===== config.mk =====
export PLATFORM = sky130hd
export DESIGN_NAME = md5_hash_engine_unit_flat
export DESIGN_NICKNAME = d
export VERILOG_FILES = /design/src/design/md5_pkg.sv /design/src/design/md5_in_if.sv /design/src/design/md5_out_if.sv /design/src/design/md5_seq.sv /design/src/design/md5_dp.sv /design/src/design/md5_hash_engine_unit.sv /design/src/flat_wrapper.sv
export SDC_FILE = /design/constraint.sdc
export NUM_CORES = 2
export LEC_CHECK = 0
export BUFFER_PORTS_ARGS = -buffer_cell sky130_fd_sc_hd__clkbuf_2
export CAP_MARGIN = 0
export CORE_MARGIN = 8
export CORE_UTILIZATION = 35
export DETAILED_ROUTE_END_ITERATION = 12
export GPL_TIMING_DRIVEN = 0
export MAX_ROUTING_LAYER = met4
export PLACE_DENSITY = 0.57
export SETUP_SLACK_MARGIN = 0.15
export SLEW_MARGIN = 25
export SYNTH_ARGS = -nofsm -noshare
export SYNTH_HDL_FRONTEND = slang
export SYNTH_SLANG_ARGS = --single-unit

===== constraint.sdc =====
create_clock -name clk -period 11.1 [get_ports clk]
set_clock_uncertainty 0.05 [all_clocks]
set_input_delay 2.22 -clock clk [delete_from_list [all_inputs] [get_ports clk]]
set_output_delay 2.22 -clock clk [all_outputs]
set_load 0.05 [all_outputs]

===== src/design/md5_pkg.sv =====
// Shared types, constants and the control program of the MD5 hash engine.
// Holds the initial chaining words, round constant and rotate tables, and the microcode ROM.
// Depends on nothing; md5_seq, md5_dp and md5_hash_engine_unit import it.
`default_nettype none

package md5_pkg;

    // Default width of the message byte counter.
    localparam int unsigned CNT_BITS_DEF = 32;

    // MD5 initial chaining words.
    localparam logic [31:0] IV_A = 32'h6745_2301;
    localparam logic [31:0] IV_B = 32'hEFCD_AB89;
    localparam logic [31:0] IV_C = 32'h98BA_DCFE;
    localparam logic [31:0] IV_D = 32'h1032_5476;

    // Padding marker byte and the block position where the length field starts.
    localparam logic [7:0] PAD_BYTE    = 8'h80;
    localparam logic [5:0] LEN_POS     = 6'd56;
    localparam logic [5:0] BLK_LAST    = 6'd63;
    localparam logic [5:0] ROUND_LAST  = 6'd63;
    localparam logic [1:0] WORD_LAST   = 2'd3;

    // Datapath operations, one per control word.
    localparam logic [2:0] OP_ACCEPT = 3'd0;
    localparam logic [2:0] OP_INIT   = 3'd1;
    localparam logic [2:0] OP_ROUND  = 3'd2;
    localparam logic [2:0] OP_FINAL  = 3'd3;
    localparam logic [2:0] OP_PAD    = 3'd4;
    localparam logic [2:0] OP_CLR    = 3'd5;
    localparam logic [2:0] OP_LEN    = 3'd6;
    localparam logic [2:0] OP_EMIT   = 3'd7;

    // Sequencer jump kinds.
    localparam logic [2:0] J_ACCEPT = 3'd0;
    localparam logic [2:0] J_GOTO   = 3'd1;
    localparam logic [2:0] J_LOOP   = 3'd2;
    localparam logic [2:0] J_RET    = 3'd3;
    localparam logic [2:0] J_BRANCH = 3'd4;
    localparam logic [2:0] J_CALL   = 3'd5;
    localparam logic [2:0] J_EMIT   = 3'd6;

    // Program addresses.
    localparam logic [2:0] A_IDLE  = 3'd0;
    localparam logic [2:0] A_INIT  = 3'd1;
    localparam logic [2:0] A_ROUND = 3'd2;
    localparam logic [2:0] A_FINAL = 3'd3;
    localparam logic [2:0] A_PAD   = 3'd4;
    localparam logic [2:0] A_CLR   = 3'd5;
    localparam logic [2:0] A_LEN   = 3'd6;
    localparam logic [2:0] A_EMIT  = 3'd7;

    // One control word of the program.
    typedef struct packed {
        logic [2:0] op;
        logic [2:0] jk;
        logic [2:0] tgt;
        logic [2:0] ret;
        logic [2:0] alt;
    } ucode_t;

    // Control from the sequencer to the datapath.
    typedef struct packed {
        logic [2:0] op;
        logic [5:0] rnd;
    } ctl_t;

    // Status from the datapath to the sequencer.
    typedef struct packed {
        logic pos_end;
        logic pad_wide;
        logic word_last;
    } dst_t;

    // Handshake events seen by the sequencer.
    typedef struct packed {
        logic acc_fire;
        logic byte_present;
        logic eom;
        logic out_fire;
    } evt_t;

    // The program: accept bytes, compress as a subroutine, pad, append length, emit.
    function automatic ucode_t md5_ucode(input logic [2:0] addr);
        ucode_t cw;
        unique case (addr)
            A_IDLE:  cw = '{op: OP_ACCEPT, jk: J_ACCEPT, tgt: A_INIT,  ret: A_PAD,  alt: A_PAD};
            A_INIT:  cw = '{op: OP_INIT,   jk: J_GOTO,   tgt: A_ROUND, ret: A_IDLE, alt: A_IDLE};
            A_ROUND: cw = '{op: OP_ROUND,  jk: J_LOOP,   tgt: A_FINAL, ret: A_IDLE, alt: A_IDLE};
            A_FINAL: cw = '{op: OP_FINAL,  jk: J_RET,    tgt: A_IDLE,  ret: A_IDLE, alt: A_IDLE};
            A_PAD:   cw = '{op: OP_PAD,    jk: J_BRANCH, tgt: A_INIT,  ret: A_CLR,  alt: A_LEN};
            A_CLR:   cw = '{op: OP_CLR,    jk: J_GOTO,   tgt: A_LEN,   ret: A_IDLE, alt: A_IDLE};
            A_LEN:   cw = '{op: OP_LEN,    jk: J_CALL,   tgt: A_INIT,  ret: A_EMIT, alt: A_IDLE};
            A_EMIT:  cw = '{op: OP_EMIT,   jk: J_EMIT,   tgt: A_IDLE,  ret: A_IDLE, alt: A_IDLE};
            default: cw = '{op: OP_ACCEPT, jk: J_ACCEPT, tgt: A_INIT,  ret: A_PAD,  alt: A_PAD};
        endcase
        return cw;
    endfunction

    // Left rotate amount of each round.
    function automatic logic [4:0] rot_amt(input logic [5:0] r);
        logic [4:0] s;
        unique case ({r[5:4], r[1:0]})
            4'h0: s = 5'd7;   4'h1: s = 5'd12;  4'h2: s = 5'd17;  4'h3: s = 5'd22;
            4'h4: s = 5'd5;   4'h5: s = 5'd9;   4'h6: s = 5'd14;  4'h7: s = 5'd20;
            4'h8: s = 5'd4;   4'h9: s = 5'd11;  4'hA: s = 5'd16;  4'hB: s = 5'd23;
            4'hC: s = 5'd6;   4'hD: s = 5'd10;  4'hE: s = 5'd15;  4'hF: s = 5'd21;
            default: s = 5'd0;
        endcase
        return s;
    endfunction

    // Additive constant of each round.
    function automatic logic [31:0] round_add(input logic [5:0] r);
        logic [31:0] k;
        unique case (r)
            6'd0:  k = 32'hD76AA478; 6'd1:  k = 32'hE8C7B756; 6'd2:  k = 32'h242070DB;
            6'd3:  k = 32'hC1BDCEEE; 6'd4:  k = 32'hF57C0FAF; 6'd5:  k = 32'h4787C62A;
            6'd6:  k = 32'hA8304613; 6'd7:  k = 32'hFD469501; 6'd8:  k = 32'h698098D8;
            6'd9:  k = 32'h8B44F7AF; 6'd10: k = 32'hFFFF5BB1; 6'd11: k = 32'h895CD7BE;
            6'd12: k = 32'h6B901122; 6'd13: k = 32'hFD987193; 6'd14: k = 32'hA679438E;
            6'd15: k = 32'h49B40821; 6'd16: k = 32'hF61E2562; 6'd17: k = 32'hC040B340;
            6'd18: k = 32'h265E5A51; 6'd19: k = 32'hE9B6C7AA; 6'd20: k = 32'hD62F105D;
            6'd21: k = 32'h02441453; 6'd22: k = 32'hD8A1E681; 6'd23: k = 32'hE7D3FBC8;
            6'd24: k = 32'h21E1CDE6; 6'd25: k = 32'hC33707D6; 6'd26: k = 32'hF4D50D87;
            6'd27: k = 32'h455A14ED; 6'd28: k = 32'hA9E3E905; 6'd29: k = 32'hFCEFA3F8;
            6'd30: k = 32'h676F02D9; 6'd31: k = 32'h8D2A4C8A; 6'd32: k = 32'hFFFA3942;
            6'd33: k = 32'h8771F681; 6'd34: k = 32'h6D9D6122; 6'd35: k = 32'hFDE5380C;
            6'd36: k = 32'hA4BEEA44; 6'd37: k = 32'h4BDECFA9; 6'd38: k = 32'hF6BB4B60;
            6'd39: k = 32'hBEBFBC70; 6'd40: k = 32'h289B7EC6; 6'd41: k = 32'hEAA127FA;
            6'd42: k = 32'hD4EF3085; 6'd43: k = 32'h04881D05; 6'd44: k = 32'hD9D4D039;
            6'd45: k = 32'hE6DB99E5; 6'd46: k = 32'h1FA27CF8; 6'd47: k = 32'hC4AC5665;
            6'd48: k = 32'hF4292244; 6'd49: k = 32'h432AFF97; 6'd50: k = 32'hAB9423A7;
            6'd51: k = 32'hFC93A039; 6'd52: k = 32'h655B59C3; 6'd53: k = 32'h8F0CCC92;
            6'd54: k = 32'hFFEFF47D; 6'd55: k = 32'h85845DD1; 6'd56: k = 32'h6FA87E4F;
            6'd57: k = 32'hFE2CE6E0; 6'd58: k = 32'hA3014314; 6'd59: k = 32'h4E0811A1;
            6'd60: k = 32'hF7537E82; 6'd61: k = 32'hBD3AF235; 6'd62: k = 32'h2AD7D2BB;
            6'd63: k = 32'hEB86D391;
            default: k = 32'h0;
        endcase
        return k;
    endfunction

endpackage

`default_nettype wire


===== src/design/md5_in_if.sv =====
// Input channel of the MD5 hash engine: one message byte with its flags per word.
// Valid/ready handshake; no dependencies.
`default_nettype none

interface md5_in_if;
    logic       valid;
    logic       ready;
    logic [7:0] data_byte;
    logic       byte_present;
    logic       end_of_message;

    modport source (output valid, output data_byte, output byte_present,
                    output end_of_message, input ready);
    modport sink   (input valid, input data_byte, input byte_present,
                    input end_of_message, output ready);
endinterface

`default_nettype wire


===== src/design/md5_out_if.sv =====
// Output channel of the MD5 hash engine: one digest word per handshake.
// Valid/ready handshake; no dependencies.
`default_nettype none

interface md5_out_if;
    logic        valid;
    logic        ready;
    logic [31:0] digest_word;
    logic [1:0]  word_index;
    logic        last_word;

    modport source (output valid, output digest_word, output word_index,
                    output last_word, input ready);
    modport sink   (input valid, input digest_word, input word_index,
                    input last_word, output ready);
endinterface

`default_nettype wire


===== src/design/md5_seq.sv =====
// Microcode sequencer of the MD5 hash engine: program counter, return address and round counter.
// Reads the control program from md5_pkg and steers md5_dp.
`default_nettype none

module md5_seq
    import md5_pkg::*;
(
    input  logic clk,
    input  logic rst_n,
    input  evt_t evt,
    input  dst_t dst,
    output ctl_t ctl
);

    logic [2:0] pc_reg;
    logic [2:0] pc_next;
    logic [2:0] ret_reg;
    logic [2:0] ret_next;
    logic [5:0] rnd_reg;
    logic [5:0] rnd_next;
    ucode_t     cw;

    assign cw      = md5_ucode(pc_reg);
    assign ctl.op  = cw.op;
    assign ctl.rnd = rnd_reg;

    // Next program address from the jump kind of the current control word.
    always_comb
    begin
        pc_next  = pc_reg;
        ret_next = ret_reg;
        unique case (cw.jk)
            J_ACCEPT:
            begin
                if (evt.acc_fire)
                begin
                    // A byte that fills the block calls the compression first.
                    if (evt.byte_present && dst.pos_end)
                    begin
                        pc_next  = cw.tgt;
                        ret_next = evt.eom ? cw.ret : A_IDLE;
                    end
                    else if (evt.eom)
                    begin
                        pc_next = cw.alt;
                    end
                end
            end
            J_GOTO:
            begin
                pc_next = cw.tgt;
            end
            J_LOOP:
            begin
                if (rnd_reg == ROUND_LAST)
                begin
                    pc_next = cw.tgt;
                end
            end
            J_RET:
            begin
                pc_next = ret_reg;
            end
            J_BRANCH:
            begin
                // No room for the length field: compress, then clear a fresh block.
                if (dst.pad_wide)
                begin
                    pc_next  = cw.tgt;
                    ret_next = cw.ret;
                end
                else
                begin
                    pc_next = cw.alt;
                end
            end
            J_CALL:
            begin
                pc_next  = cw.tgt;
                ret_next = cw.ret;
            end
            J_EMIT:
            begin
                if (evt.out_fire && dst.word_last)
                begin
                    pc_next = cw.tgt;
                end
            end
            default:
            begin
                pc_next = A_IDLE;
            end
        endcase
    end

    // Round counter runs over the 64 compression rounds.
    always_comb
    begin
        rnd_next = rnd_reg;
        if (cw.op == OP_INIT)
        begin
            rnd_next = '0;
        end
        else if (cw.op == OP_ROUND)
        begin
            rnd_next = rnd_reg + 6'd1;
        end
    end

    always_ff @(posedge clk or negedge rst_n)
    begin
        if (!rst_n)
        begin
            pc_reg  <= A_IDLE;
            ret_reg <= A_IDLE;
            rnd_reg <= '0;
        end
        else
        begin
            pc_reg  <= pc_next;
            ret_reg <= ret_next;
            rnd_reg <= rnd_next;
        end
    end

endmodule

`default_nettype wire


===== src/design/md5_dp.sv =====
// Datapath of the MD5 hash engine: block words, chaining words, round registers, byte counter.
// Driven by the control from md5_seq; uses tables and types from md5_pkg.
`default_nettype none

module md5_dp
    import md5_pkg::*;
#(
    parameter int unsigned COUNT_BITS = CNT_BITS_DEF
)
(
    input  logic        clk,
    input  logic        rst_n,
    input  ctl_t        ctl,
    input  logic        acc_fire,
    input  logic        out_fire,
    input  logic [7:0]  data_byte,
    input  logic        byte_present,
    output logic [31:0] digest_word,
    output logic [1:0]  word_index,
    output logic        last_word,
    output dst_t        dst
);

    logic [31:0]           blk_reg [16];
    logic [31:0]           chain_reg [4];
    logic [31:0]           va_reg;
    logic [31:0]           vb_reg;
    logic [31:0]           vc_reg;
    logic [31:0]           vd_reg;
    logic [COUNT_BITS-1:0] cnt_reg;
    logic [1:0]            idx_reg;

    logic [5:0]  pos;
    logic [63:0] bit_len;
    logic [31:0] fn;
    logic [3:0]  sel;
    logic [31:0] sum;
    logic [63:0] rot64;
    logic [31:0] vb_next;
    logic        take_byte;

    // Write a byte into one lane, keep the lower lanes and clear the upper ones.
    function automatic logic [31:0] place_byte(input logic [31:0] old,
                                               input logic [1:0]  lane,
                                               input logic [7:0]  val);
        logic [31:0] keep;
        logic [31:0] res;
        keep = ~(32'hFFFF_FFFF << {lane, 3'b000});
        res  = (old & keep) | (32'(val) << {lane, 3'b000});
        return res;
    endfunction

    assign pos       = cnt_reg[5:0];
    assign bit_len   = 64'(cnt_reg) << 3;
    assign take_byte = acc_fire && byte_present;

    // One MD5 round: mixing function, message word select, add, rotate, add.
    always_comb
    begin
        unique case (ctl.rnd[5:4])
            2'd0:
            begin
                fn  = (vb_reg & vc_reg) | (~vb_reg & vd_reg);
                sel = ctl.rnd[3:0];
            end
            2'd1:
            begin
                fn  = (vd_reg & vb_reg) | (~vd_reg & vc_reg);
                sel = ctl.rnd[3:0] * 4'd5 + 4'd1;
            end
            2'd2:
            begin
                fn  = vb_reg ^ vc_reg ^ vd_reg;
                sel = ctl.rnd[3:0] * 4'd3 + 4'd5;
            end
            default:
            begin
                fn  = vc_reg ^ (vb_reg | ~vd_reg);
                sel = ctl.rnd[3:0] * 4'd7;
            end
        endcase
        sum     = va_reg + fn + round_add(ctl.rnd) + blk_reg[sel];
        rot64   = {sum, sum} << rot_amt(ctl.rnd);
        vb_next = vb_reg + rot64[63:32];
    end

    // Block words and working registers.
    always_ff @(posedge clk)
    begin
        unique case (ctl.op)
            OP_ACCEPT:
            begin
                if (take_byte)
                begin
                    blk_reg[pos[5:2]] <= place_byte(blk_reg[pos[5:2]], pos[1:0], data_byte);
                end
            end
            OP_INIT:
            begin
                va_reg <= chain_reg[0];
                vb_reg <= chain_reg[1];
                vc_reg <= chain_reg[2];
                vd_reg <= chain_reg[3];
            end
            OP_ROUND:
            begin
                va_reg <= vd_reg;
                vb_reg <= vb_next;
                vc_reg <= vb_reg;
                vd_reg <= vc_reg;
            end
            OP_PAD:
            begin
                // Marker byte at the current position, zeros in every word above it.
                for (int w = 0; w < 16; w++)
                begin
                    if (4'(w) > pos[5:2])
                    begin
                        blk_reg[w] <= '0;
                    end
                    else if (4'(w) == pos[5:2])
                    begin
                        blk_reg[w] <= place_byte(blk_reg[w], pos[1:0], PAD_BYTE);
                    end
                end
            end
            OP_CLR:
            begin
                for (int w = 0; w < 14; w++)
                begin
                    blk_reg[w] <= '0;
                end
            end
            OP_LEN:
            begin
                blk_reg[14] <= bit_len[31:0];
                blk_reg[15] <= bit_len[63:32];
            end
            default:
            begin
            end
        endcase
    end

    // Chaining words, byte counter and digest word index.
    always_ff @(posedge clk or negedge rst_n)
    begin
        if (!rst_n)
        begin
            chain_reg[0] <= IV_A;
            chain_reg[1] <= IV_B;
            chain_reg[2] <= IV_C;
            chain_reg[3] <= IV_D;
            cnt_reg      <= '0;
            idx_reg      <= '0;
        end
        else
        begin
            if (ctl.op == OP_ACCEPT && take_byte)
            begin
                cnt_reg <= cnt_reg + 1'b1;
            end
            if (ctl.op == OP_FINAL)
            begin
                chain_reg[0] <= chain_reg[0] + va_reg;
                chain_reg[1] <= chain_reg[1] + vb_reg;
                chain_reg[2] <= chain_reg[2] + vc_reg;
                chain_reg[3] <= chain_reg[3] + vd_reg;
            end
            if (ctl.op == OP_EMIT && out_fire)
            begin
                // The last digest word restarts the engine for the next message.
                if (idx_reg == WORD_LAST)
                begin
                    chain_reg[0] <= IV_A;
                    chain_reg[1] <= IV_B;
                    chain_reg[2] <= IV_C;
                    chain_reg[3] <= IV_D;
                    cnt_reg      <= '0;
                    idx_reg      <= '0;
                end
                else
                begin
                    idx_reg <= idx_reg + 2'd1;
                end
            end
        end
    end

    assign digest_word   = chain_reg[idx_reg];
    assign word_index    = idx_reg;
    assign last_word     = (idx_reg == WORD_LAST);
    assign dst.pos_end   = (pos == BLK_LAST);
    assign dst.pad_wide  = (pos >= LEN_POS);
    assign dst.word_last = (idx_reg == WORD_LAST);

endmodule

`default_nettype wire


===== src/design/md5_hash_engine_unit.sv =====
// Channel   Dir  Word contents                                   Handshake
// msg       in   data_byte[7:0], byte_present, end_of_message    valid/ready
// digest    out  digest_word[31:0], word_index[1:0], last_word   valid/ready
//
// Bytes are taken one per cycle while msg.ready is high; each full 64-byte block adds a compression
// (load, 64 rounds on the single round unit, chaining add) before the next byte is taken.
// An end word adds the padding step, then, when the length field does not fit, a compression
// and a clearing step, then the length step and a compression of the last block,
// then four digest words, one per cycle while digest.ready is high.
// Reset is asynchronous and needs no clearing pass; msg.ready is low while a block
// is compressed and while digest words wait, so stalls on either side just hold the engine.
//
// Top level of the MD5 hash engine; depends on md5_pkg, md5_in_if, md5_out_if,
// md5_seq and md5_dp.
`default_nettype none

module md5_hash_engine_unit
    import md5_pkg::*;
#(
    parameter int unsigned COUNT_BITS = CNT_BITS_DEF
)
(
    input  logic      clk,
    input  logic      rst_n,
    md5_in_if.sink    msg,
    md5_out_if.source digest
);

    ctl_t ctl;
    dst_t dst;
    evt_t evt;
    logic acc_fire;
    logic out_fire;

    // Handshakes follow the step the program is in.
    assign msg.ready    = (ctl.op == OP_ACCEPT);
    assign digest.valid = (ctl.op == OP_EMIT);
    assign acc_fire     = msg.valid && msg.ready;
    assign out_fire     = digest.valid && digest.ready;

    assign evt.acc_fire     = acc_fire;
    assign evt.byte_present = msg.byte_present;
    assign evt.eom          = msg.end_of_message;
    assign evt.out_fire     = out_fire;

    md5_seq u_seq
    (
        .clk   (clk),
        .rst_n (rst_n),
        .evt   (evt),
        .dst   (dst),
        .ctl   (ctl)
    );

    md5_dp #(
        .COUNT_BITS (COUNT_BITS)
    ) u_dp
    (
        .clk          (clk),
        .rst_n        (rst_n),
        .ctl          (ctl),
        .acc_fire     (acc_fire),
        .out_fire     (out_fire),
        .data_byte    (msg.data_byte),
        .byte_present (msg.byte_present),
        .digest_word  (digest.digest_word),
        .word_index   (digest.word_index),
        .last_word    (digest.last_word),
        .dst          (dst)
    );

    // The engine never takes a byte while it offers a digest word.
    a_no_overlap: assert property (@(posedge clk) disable iff (!rst_n)
        !(msg.ready && digest.valid))
        else $error("input accepted while digest word pending");

    // An end word always starts padding or compression, never another accept.
    a_end_busy: assert property (@(posedge clk) disable iff (!rst_n)
        (msg.valid && msg.ready && msg.end_of_message) |=> !msg.ready)
        else $error("end of message did not start processing");

    // Digest words leave in order 0 to 3.
    a_word_order: assert property (@(posedge clk) disable iff (!rst_n)
        (digest.valid && digest.ready && !digest.last_word) |=>
            (digest.valid && digest.word_index == $past(digest.word_index) + 2'd1))
        else $error("digest word index out of order");

    // After the last digest word the engine is ready for the next message.
    a_restart: assert property (@(posedge clk) disable iff (!rst_n)
        (digest.valid && digest.ready && digest.last_word) |=> msg.ready)
        else $error("engine did not return to accepting after the digest");

endmodule

`default_nettype wire


===== src/flat_wrapper.sv =====
// flat-port wrapper written by rule: the top's interface ports become plain ports
module md5_hash_engine_unit_flat import md5_pkg::*;
#(
    parameter int unsigned COUNT_BITS = CNT_BITS_DEF
)
  (clk, rst_n, msg_valid, msg_data_byte, msg_byte_present, msg_end_of_message, msg_ready, digest_valid, digest_digest_word, digest_word_index, digest_last_word, digest_ready);
  md5_in_if msg_i ();
  md5_out_if digest_i ();
  input  logic clk;
  input  logic rst_n;
  input wire logic [$bits(msg_i.valid)-1:0] msg_valid;
  input wire logic [$bits(msg_i.data_byte)-1:0] msg_data_byte;
  input wire logic [$bits(msg_i.byte_present)-1:0] msg_byte_present;
  input wire logic [$bits(msg_i.end_of_message)-1:0] msg_end_of_message;
  output wire logic [$bits(msg_i.ready)-1:0] msg_ready;
  output wire logic [$bits(digest_i.valid)-1:0] digest_valid;
  output wire logic [$bits(digest_i.digest_word)-1:0] digest_digest_word;
  output wire logic [$bits(digest_i.word_index)-1:0] digest_word_index;
  output wire logic [$bits(digest_i.last_word)-1:0] digest_last_word;
  input wire logic [$bits(digest_i.ready)-1:0] digest_ready;
  assign msg_i.valid = msg_valid;
  assign msg_i.data_byte = msg_data_byte;
  assign msg_i.byte_present = msg_byte_present;
  assign msg_i.end_of_message = msg_end_of_message;
  assign msg_ready = msg_i.ready;
  assign digest_valid = digest_i.valid;
  assign digest_digest_word = digest_i.digest_word;
  assign digest_word_index = digest_i.word_index;
  assign digest_last_word = digest_i.last_word;
  assign digest_i.ready = digest_ready;
  md5_hash_engine_unit #(.COUNT_BITS(COUNT_BITS)) u_core (.clk(clk), .rst_n(rst_n), .msg(msg_i), .digest(digest_i));
endmodule

==> results.py <==
metrics = {
    "drt": {
        "drc": 0,
        "wire_per_inst_um": 32.0,
        "viasPerCell": 6.31,
        "dr.pass1.iters": 6,
        "dr.first_iter.drc_count": 7748,
        "ant_nets": 0,
        "routed_wl_um": 282000,
        "num_vias": 55609,
    },
    "grt": {
        "use_met2_pct": 46.2,
        "grt_util_all_layers_pct": 30.7,
        "met1_usage_pct": 37.8,
        "top_usage_layer": "met2",
        "grt_max_degree": 71,
        "grt_pass1_wl_um": 393000,
        "grt_overflow": 0,
        "met3_usage_pct": 6.29,
        "antenna_found_initial": 5,
        "grt_pass1_vias": 52594,
    },
    "sta": {
        "drv_slew": 0,
        "period_share_pct": 97.2,
        "setup_viol": 0,
        "relSlewSlack_pct": 20.4,
        "hold_viol": 0,
        "rsz0062_at_grt": "no",
        "fmax_mhz": 92.7,
        "post-route-min-period_ns": 10.78,
        "worstMarginPinSlew_ns": 1.19,
    },
    "final_layout": {
        "largest_reg_flops": 511,
        "instances_no_fill": 8815,
        "synthToLayoutAreaGrowth_pct": 15.0,
        "final_area_um2": 67900,
        "num-nets-final": 6833,
        "drive_above_1_share_pct": 15.1,
    },
    "cts": {
        "cts_root_buf": "clkbuf_16",
        "clock_latency_ns": 0.78,
        "clockBufferDepth": 3,
        "numClockSinks": 814,
        "path_clk_slew_ns": 0.07,
        "cts.htree.levels": 3,
        "cts_made_buffers": 95,
        "cts_tree": "built",
    },
    "setup_path": {
        "endpoint_kind": "flop",
        "path_delay_family": "compound AO/OA/AOI/OAI gates",
        "crit_path_top_delay_cell": "a31oi_1",
        "cp.buffers_inverters": 7,
        "max_stage_delay_ns": 0.72,
        "start_kind": "flop",
        "critPathRequiredTime_ns": 11.65,
        "critPathMaxFanout": 10,
        "arrival_ns": 11.33,
        "crit_type": "reg2reg",
    },
    "floorplan": {
        "core_um2": 167000,
        "die-width_um": 427,
        "io_pins": 51,
        "die_area_um2": 182000,
        "rows": 150,
        "chipHeight_um": 427,
        "initial_utilization_pct": 35.3,
    },
    "placement": {
        "portBuffers": 50,
        "placed_area_um2": 63300,
        "placedCellCount": 8594,
        "dp.final_hpwl_um": 214000,
        "place.gp.congestion": 1.01,
    },
    "yosys": {
        "synth_area_leaders": "edfxtp_1 31%, mux4_2 11%, nand2_1 7.8%",
        "async_flop_share_pct": 21.4,
        "synthCells": 6272,
        "netlist_area_um2": 59000,
        "yosysWarningCount": 0,
        "synth_commonest_cells": "1219 x nand2_1, 640 x o21ai_0, 608 x edfxtp_1",
        "syn_area_per_cell_um2": 9.41,
        "syn_nets": 6583,
        "netlist.area_leader.share_pct": 30.9,
        "synth-main-ff-cell": "edfxtp_1",
        "yosys.area.top_type": "edfxtp_1",
        "synth.most_common_cell": "nand2_1",
        "yosysSeqAreaShare_pct": 39.5,
        "synth_edf_count": 608,
        "synth.distinct_cells": 79,
        "synth-seq-cells": 814,
    },
    "run": {
        "max_cap_viol_count": 0,
    },
    "worst_hold_path": {
        "hold_class": "reg2reg",
    },
    "pwr": {
        "power.density_nw_per_um2": 98.6,
        "peakVddDrop_v": 0.000129,
        "p_leak_nw": 24.6,
    },
    "outcome": {
        "status": "completed",
    },
}
==> cells in the final DEF, fill, tap and decap left out, types with 72 or more instances in the layout <==
cell	count
a211oi_1	72
a21o_1	93
a21oi_1	467
clkbuf_1	242
clkbuf_16	96
clkbuf_2	111
dfrtp_1	107
edfxtp_1	608
ha_1	224
inv_1	193
mux4_2	291
nand2_1	1213
nand3_1	92
nor2_1	517
o21ai_0	615
xnor2_1	137
xor2_1	85
==> layout make-up <==
class | instances | area [µm²]
Fill cell | 16512 | 99500
Clock inverter | 39 | 607
Buffer | 391 | 1850
Inverter | 200 | 762
Sequential cell | 814 | 23300
Antenna cell | 6 | 15.0
Tap cell | 2204 | 2760
Clock buffer | 141 | 2690
Multi-Input combinational cell | 4867 | 34400
Timing Repair Buffer | 153 | 1520
==> per-layer routing <==
metal / routed length, µm / vias up
met5: 0 / -
met4: 22700 / 0
met3: 28000 / 904
met2: 125000 / 3550
met1: 107000 / 27625
li1: - / 23530
==> tightest hold or removal path: cells and delay by family, from the launching register on <==
kind / cells / cell delay (ns)
simple gates: 1 / 0.06
flops: 1 / 0.31
compound gates: 1 / 0.06
==> kinds of logic after synthesis <==
kind of cell | after synthesis | share of synthesized area [%]
flops | 814 | 39.5
mux | 382 | 12.7
compound gates | 1783 | 17.9
simple gates | 2176 | 15.4
buf+inv | 591 | 3.80
xor+xnor | 229 | 3.42
fa+ha+maj | 297 | 7.17
==> report_power, final <==
part           internal (mW)  total, mW  switching, mW
Sequential              3.24       3.24              0
Clock                   1.95       3.40           1.45
Combinational         0.0119     0.0532         0.0413
==> per-stage QoR <==
stage | hold WS (ns) | total power, mW | util [%] | setup slack [ns] | setup TNS, ns
after global placement | 0.414 | 3.35 | 37.1 | -4.16 | -94.62
after CTS | 0.431 | 6.71 | 40.3 | 0.164 | 0
after floorplan | 0.394 | 3.32 | - | 0.509 | 0
after detailed placement | 0.417 | 3.36 | 37.8 | -3.88 | -67.65
after global routing | 0.464 | 6.82 | 40.6 | 0.101 | 0
final | 0.431 | 6.70 | 40.6 | 0.316 | 0
==> final timing paths <==
| check | startpoint | endpoint | slack [ns] | depth (start not counted) |
|---|---|---|---|---|
| setup / recovery | u_core.u_seq.rnd_reg[4] | u_core.u_dp.vb_reg[31] | 0.32 | 38 |
| hold / removal | u_core.u_dp.blk_reg[0][31] | u_core.u_dp.blk_reg[0][31] | 0.43 | 2 |
| setup reg to reg | u_core.u_seq.rnd_reg[4] | u_core.u_dp.vb_reg[31] | 0.32 | 38 |
| hold reg to reg | u_core.u_dp.blk_reg[0][31] | u_core.u_dp.blk_reg[0][31] | 0.43 | 2 |
| max in group asynchronous | rst_n | u_core.u_seq.rnd_reg[2] | 8.80 | 2 |
| min in group asynchronous | rst_n | u_core.u_dp.chain_reg[92] | 1.38 | 1 |
==> what timing repair did <==
| item | CTS | global route |
|---|---|---|
| setup buffers | 13 | 21 |
| gates resized for setup | 218 | 107 |
| endpoints found under the setup margin | 32 | 13 |
| cloned | 0 | 1 |
| hold buffers | 0 | 0 |
| pin swaps | 15 | 23 |
| hold endpoints to repair | 0 | 0 |
(Power assumes the default switching activity.)
